[config.mk]
export PLATFORM = sky130hd
export DESIGN_NAME = dsit_queue
export DESIGN_NICKNAME = d
export VERILOG_FILES = /design/src/rtl/dsit_pkg.sv /design/src/rtl/dsit_queue.sv
export SDC_FILE = /design/constraint.sdc
export NUM_CORES = 1
export LEC_CHECK = 0
export BUFFER_PORTS_ARGS = -buffer_cell sky130_fd_sc_hd__clkbuf_2
export CAP_MARGIN = 5
export CORE_UTILIZATION = 45
export CTS_BUF_LIST = sky130_fd_sc_hd__clkbuf_8
export CTS_CLUSTER_SIZE = 25
export DETAILED_ROUTE_END_ITERATION = 8
export HOLD_SLACK_MARGIN = 0.08
export PLACE_DENSITY = 0.67
export SYNTH_ARGS = -nofsm -noshare
export SYNTH_HDL_FRONTEND = slang
export SYNTH_SLANG_ARGS = --single-unit
[constraint.sdc]
create_clock -name clk -period 8.1 [get_ports clk]
set_input_delay 0.81 -clock clk [delete_from_list [all_inputs] [get_ports clk]]
set_output_delay 0.81 -clock clk [all_outputs]
set_load 0.03 [all_outputs]
[src/rtl/dsit_pkg.sv]
// Package for the depth sorted insert table: payload structs, op codes,
// register indexes, sizes and the back end state type. No dependencies.
`default_nettype none
package dsit_pkg;
  localparam int CAPACITY = 1024;
  localparam int AW = $clog2(CAPACITY);
  localparam int CW = AW + 1;
  localparam int DW = 52;
  localparam int TW = 11;

  typedef enum logic [1:0] {
    FUNC_CLEAR  = 2'd0,
    FUNC_INSERT = 2'd1,
    FUNC_READ   = 2'd2,
    FUNC_NOP    = 2'd3
  } func_t;

  localparam logic [1:0] REG_CAM_X = 2'd0;
  localparam logic [1:0] REG_CAM_Y = 2'd1;
  localparam logic [1:0] REG_CAM_Z = 2'd2;

  localparam logic [1:0] ST_OK   = 2'd0;
  localparam logic [1:0] ST_FULL = 2'd1;
  localparam logic [1:0] ST_RANGE = 2'd2;

  localparam logic [13:0] TIE_BASE = 14'd10000;
  localparam logic [13:0] TIE_LOW  = 14'd9999;
  localparam logic [13:0] TIE_HIGH = 14'd10001;

  typedef struct packed {
    logic [1:0]         func;
    logic [15:0]        item_handle;
    logic signed [23:0] pos_x;
    logic signed [23:0] pos_y;
    logic signed [23:0] pos_z;
    logic [15:0]        owner_id;
    logic [7:0]         sort_rank;
    logic               runner_flag;
    logic [9:0]         read_position;
  } in_word_t;

  typedef struct packed {
    logic [15:0]   out_handle;
    logic [DW-1:0] out_distance;
    logic [TW-1:0] entry_total;
    logic [1:0]    status;
  } out_word_t;

  // classified command passed from front to back
  typedef struct packed {
    func_t         func;
    logic [15:0]   handle;
    logic [DW-1:0] sq_dist;
    logic [65:0]   lo;
    logic [65:0]   hi;
    logic [15:0]   owner;
    logic [7:0]    rank;
    logic          runner;
    logic [9:0]    rpos;
  } cmd_t;

  typedef struct packed {
    logic [DW-1:0] sq_dist;
    logic [15:0]   handle;
    logic [15:0]   owner;
    logic [7:0]    rank;
    logic          runner;
  } entry_t;

  typedef enum logic [2:0] {
    BK_IDLE, BK_RREAD, BK_FETCH, BK_CMP, BK_WRITE, BK_OUT
  } bk_state_t;
endpackage
`default_nettype wire

[src/rtl/dsit_queue.sv]
// Short queue between front and back ends (two entries).
// Depends on dsit_pkg for the command type.
`default_nettype none
module dsit_queue (
  input  wire logic           clk,
  input  wire logic           rst,
  input  wire logic           wr_valid,
  output logic                wr_ready,
  input  wire dsit_pkg::cmd_t wr_data,
  output logic                rd_valid,
  input  wire logic           rd_ready,
  output dsit_pkg::cmd_t      rd_data
);
  import dsit_pkg::*;

  cmd_t       slots [2];
  logic       wp, rp;
  logic [1:0] cnt;
  logic       push, pop;

  assign wr_ready = cnt != 2'd2;
  assign rd_valid = cnt != 2'd0;
  assign rd_data  = slots[rp];
  assign push = wr_valid && wr_ready;
  assign pop  = rd_valid && rd_ready;

  always_ff @(posedge clk) begin
    if (rst) begin
      wp <= 1'b0; rp <= 1'b0; cnt <= 2'd0;
    end else begin
      if (push) wp <= !wp;
      if (pop) rp <= !rp;
      cnt <= cnt + 2'(push) - 2'(pop);
    end
    if (push) slots[wp] <= wr_data;
  end
endmodule
`default_nettype wire

==> metrics.yaml <==
powerDensity_nw_per_um2: 305
wl_per_cell_um: 19.3
gr-usage-all-layers: 0.176
crit_path_start_kind: "flop"
regToRegEndpoint: "slots[1][110]$_DFFE_PP_"
switching_share: 0.313
synth-compound-area-share: 0.00251
tritoncts.num_buffers: 78
power_report.internal_total_mw: 4.54
yosysTopAreaCellShare: 0.817
p_comb_frac: 0.250
gr-total-overflow: 0
gp_congestion: 0.800
synth_top_cells_by_area: "sky130_fd_sc_hd__edfxtp_1 (82%), sky130_fd_sc_hd__mux2_2 (15%), sky130_fd_sc_hd__buf_6 (1.3%)"
post_dp_cell_area_um2: 20300
cts.repair_timing.setup_buffer_count: 0
multi_input_comb_area_um2: 2830
tritoncts: "yes"
place.detailed.hpwl_um: 24100
worstPathArrival_ns: 3.40
floorplan.initialDensity: 0.459
floorplan.io_pins: 480
seqCellArea_um2: 14300
timing.hold.worst.class: "in2reg"
min_delay_worst_endpoint: "slots[1][68]$_DFFE_PP_"
fin_ws_ns: 3.89
clkLatencyLatePin_ns: 0.60
post_synth_fa_ha_maj_area_fraction: 0.000718
grt_setup_unrepaired: "no"
run_status: "finished clean"
timing_hold_violations_final: 0
ys_types: 24
logic_depth_of_the_worst_register_to_register_path: 3
final_net_count: 1546
yosysTopAreaCell: "sky130_fd_sc_hd__edfxtp_1"
post-route-cell-area_um2: 21700
floorplan.die.width_um: 199
seq_pwr_share: 0.470
grt_start_max_net_pins: 126
antenna_violations_before_repair: 4
power_frac_clock: 0.280
post_cts_resized: 0
timing_worst_setup_path_type: "reg2out"
synthesis.area_per_instance_um2: 22.8
die_footprint_um2: 39500
drive_gt1_frac: 0.601
viasPerCell: 4.79
routed-via-count: 8976
final_hold_slack_ns: 0.392
area_delta_synth_final_pct: 24.3
post_synthesis_register_bit_count: 479
postRouteWirelength_um: 36200
wire_length_of_the_first_global_routing_pass_um: 51700
placement_rows: 71
drc: 0
timing.max_cap.violations: 0
synth.area.mux_share: 0.153
synthXorXnorAreaFrac: 0.000503
mappedNetlistNets: 1008
min-delay-start: "wr_data[68]"
clock-root-buffer: "sky130_fd_sc_hd__clkbuf_8"
final-instance-count-excl-fill: 1874
tns_ns: 0
regToRegSetupSlack_ns: 5.42
skew_ns: 0.0174
yosys.area_share.simple: 0.00503
max_slew.worst_pin.slew_ns: 1.12
layout_worst_path_cycle_share: 0.519
syn-cell-area_um2: 17400
timing.final.max_slew_violations: 0
worstPathMaxFanout: 79
combinational_family_with_the_most_area_after_synthesis: "multiplexers"
grt_pass1_vias: 9372
instance_count_after_placement_with_tap_cells_included: 1735
postSynthCellCount: 766
sequential_fraction_of_the_synthesis_area: 0.822
report.final.setup_viol: 0
clkTransAtPathRegs_ns: 0.06
detailedPlace.worstSlack_ns: 4.48
finalWorstPathRequiredPeriod_ns: 4.21
timing.fmax_mhz: 238
timing.rr.start: "cnt[0]$_SDFF_PP0_"
ant_nets: 0
cts.path.max_buffers: 3
min_path_cells: 1
peakVddDrop_v: 0.000202
cts_sinks: 479
h-tree-depth: 3
yosys_warnings: 0
p_sw_mw: 2.07
timing.slew.headroom: 0.254
core-area_um2: 37900
die_h_um: 199
worst_ep_required_time_ns: 7.29
detail_route.first_pass.iterations: 4
detailedRoute.firstIterationViolations: 353
count_of_buffers_inserted_at_the_top_level_ports: 479
timing.critical_path.to_type: "output pin"
holdBufCountCts: 0
nFillCells: 2965
leakage_power_summed_over_all_cells_nw: 8.24
## cell usage after synthesis
library cell	number
sky130_fd_sc_hd__nand3_1	1
sky130_fd_sc_hd__nor2_1	4
sky130_fd_sc_hd__edfxtp_1	474
sky130_fd_sc_hd__nor4_1	1
sky130_fd_sc_hd__nor2b_1	1
sky130_fd_sc_hd__xor2_1	1
sky130_fd_sc_hd__a21bo_2	1
sky130_fd_sc_hd__nand2b_1	1
sky130_fd_sc_hd__and3_1	2
sky130_fd_sc_hd__and2b_1	1
sky130_fd_sc_hd__buf_6	20
sky130_fd_sc_hd__o31a_1	1
sky130_fd_sc_hd__o21ai_0	2
sky130_fd_sc_hd__mux2_2	237
sky130_fd_sc_hd__dfxtp_1	5
sky130_fd_sc_hd__ha_1	1
sky130_fd_sc_hd__nor4bb_1	1
sky130_fd_sc_hd__buf_4	6
sky130_fd_sc_hd__nor3_1	1
sky130_fd_sc_hd__o21ba_2	1
sky130_fd_sc_hd__or2_2	1
sky130_fd_sc_hd__a21oi_1	1
sky130_fd_sc_hd__nand3b_1	1
sky130_fd_sc_hd__inv_1	1
## through the flow
step / utilization / total power [mW]
3_5_place_dp: 0.534 / 4.83
6_report: 0.571 / 6.61
2_1_floorplan: - / 4.43
5_1_grt: 0.571 / 6.90
3_3_place_gp: 0.534 / 4.81
4_1_cts: 0.571 / 6.71
## critical path: stages, from the launching register on
cell and delay, ns:
sky130_fd_sc_hd__dfxtp_4 1.00, sky130_fd_sc_hd__buf_4 0.91, sky130_fd_sc_hd__mux2_2 0.42, sky130_fd_sc_hd__clkbuf_2 0.21
## layer usage
layer  global-route usage  wire length [µm]  part of all wire
met2                0.301             18600              0.51
met3               0.0809              3710              0.10
met5                    0                 0                 0
met1                0.188             12900              0.36
met4               0.0741              1040             0.029
## cell usage in the layout, fill, tap and decap left out
cell	synthesis	layout
sky130_fd_sc_hd__a21bo_2	1	1
sky130_fd_sc_hd__a21oi_1	1	1
sky130_fd_sc_hd__and2b_1	1	1
sky130_fd_sc_hd__and3_1	2	1
sky130_fd_sc_hd__and3_4	0	1
sky130_fd_sc_hd__buf_12	0	2
sky130_fd_sc_hd__buf_4	6	3
sky130_fd_sc_hd__bufinv_16	0	1
sky130_fd_sc_hd__clkbuf_2	0	479
sky130_fd_sc_hd__clkbuf_8	0	83
sky130_fd_sc_hd__clkinv_1	0	16
sky130_fd_sc_hd__clkinv_2	0	3
sky130_fd_sc_hd__clkinvlp_4	0	2
sky130_fd_sc_hd__dfxtp_1	5	4
sky130_fd_sc_hd__dfxtp_4	0	1
sky130_fd_sc_hd__diode_2	0	3
sky130_fd_sc_hd__edfxtp_1	474	474
sky130_fd_sc_hd__ha_1	1	1
sky130_fd_sc_hd__inv_1	1	30
sky130_fd_sc_hd__inv_6	0	1
sky130_fd_sc_hd__inv_8	0	1
sky130_fd_sc_hd__mux2_2	237	237
sky130_fd_sc_hd__nand2b_1	1	1
sky130_fd_sc_hd__nand3_1	1	1
sky130_fd_sc_hd__nand3b_1	1	1
sky130_fd_sc_hd__nor2_1	4	4
sky130_fd_sc_hd__nor2b_1	1	1
sky130_fd_sc_hd__nor3_1	1	1
sky130_fd_sc_hd__nor4_1	1	1
sky130_fd_sc_hd__nor4bb_1	1	1
sky130_fd_sc_hd__o21ai_0	2	2
sky130_fd_sc_hd__o21ba_2	1	1
sky130_fd_sc_hd__o31a_1	1	1
sky130_fd_sc_hd__or2_2	1	1
sky130_fd_sc_hd__xor2_1	1	1
## sequential cells by signal, indices dropped and copies added (netlist names), named ones only
signal  flops
wp          1
rp          1
slots     474
cnt         2
## cells by family after synthesis
| logic type | after synthesis |
|---|---|
| adder cells (fa/ha/maj) | 1 |
| AO/OA/AOI/OAI | 6 |
| buffers and inverters | 27 |
| flip-flops | 479 |
| XOR/XNOR | 1 |
| multiplexers | 237 |
| AND/OR/NAND/NOR | 15 |
## power by group through the flow
stage                     combinational (mW)  clock [mW]  sequential [mW]
after global placement                  1.66           0             3.15
after detailed placement                1.67           0             3.16
after floorplan                         1.28           0             3.16
after CTS                               1.67        1.92             3.11
after global routing                    1.74        2.02             3.13
final                                   1.65        1.85             3.11
## final cells by class
class,count,area share
Tap cell,511,0.0295
Clock buffer,83,0.0527
Sequential cell,479,0.662
Antenna cell,3,0.000347
Multi-Input combinational cell,260,0.130
Clock inverter,53,0.0111
Timing Repair Buffer,484,0.114
Inverter,1,0.000520
## how the worst max path moves through the flow
stage | from | cells past startpoint | slack (ns) | endpoint
after floorplan | wr_valid | 1 | 1.21 | slots[1][0]$_DFFE_PP_
after global placement | flop | 3 | 4.44 | rd_data[119]
after detailed placement | flop | 3 | 4.48 | rd_data[119]
after CTS | flop | 3 | 3.79 | rd_data[119]
after global routing | flop | 3 | 3.65 | rd_data[119]
final | flop | 3 | 3.89 | rd_data[130]
Power figures use the tool's default switching activity.
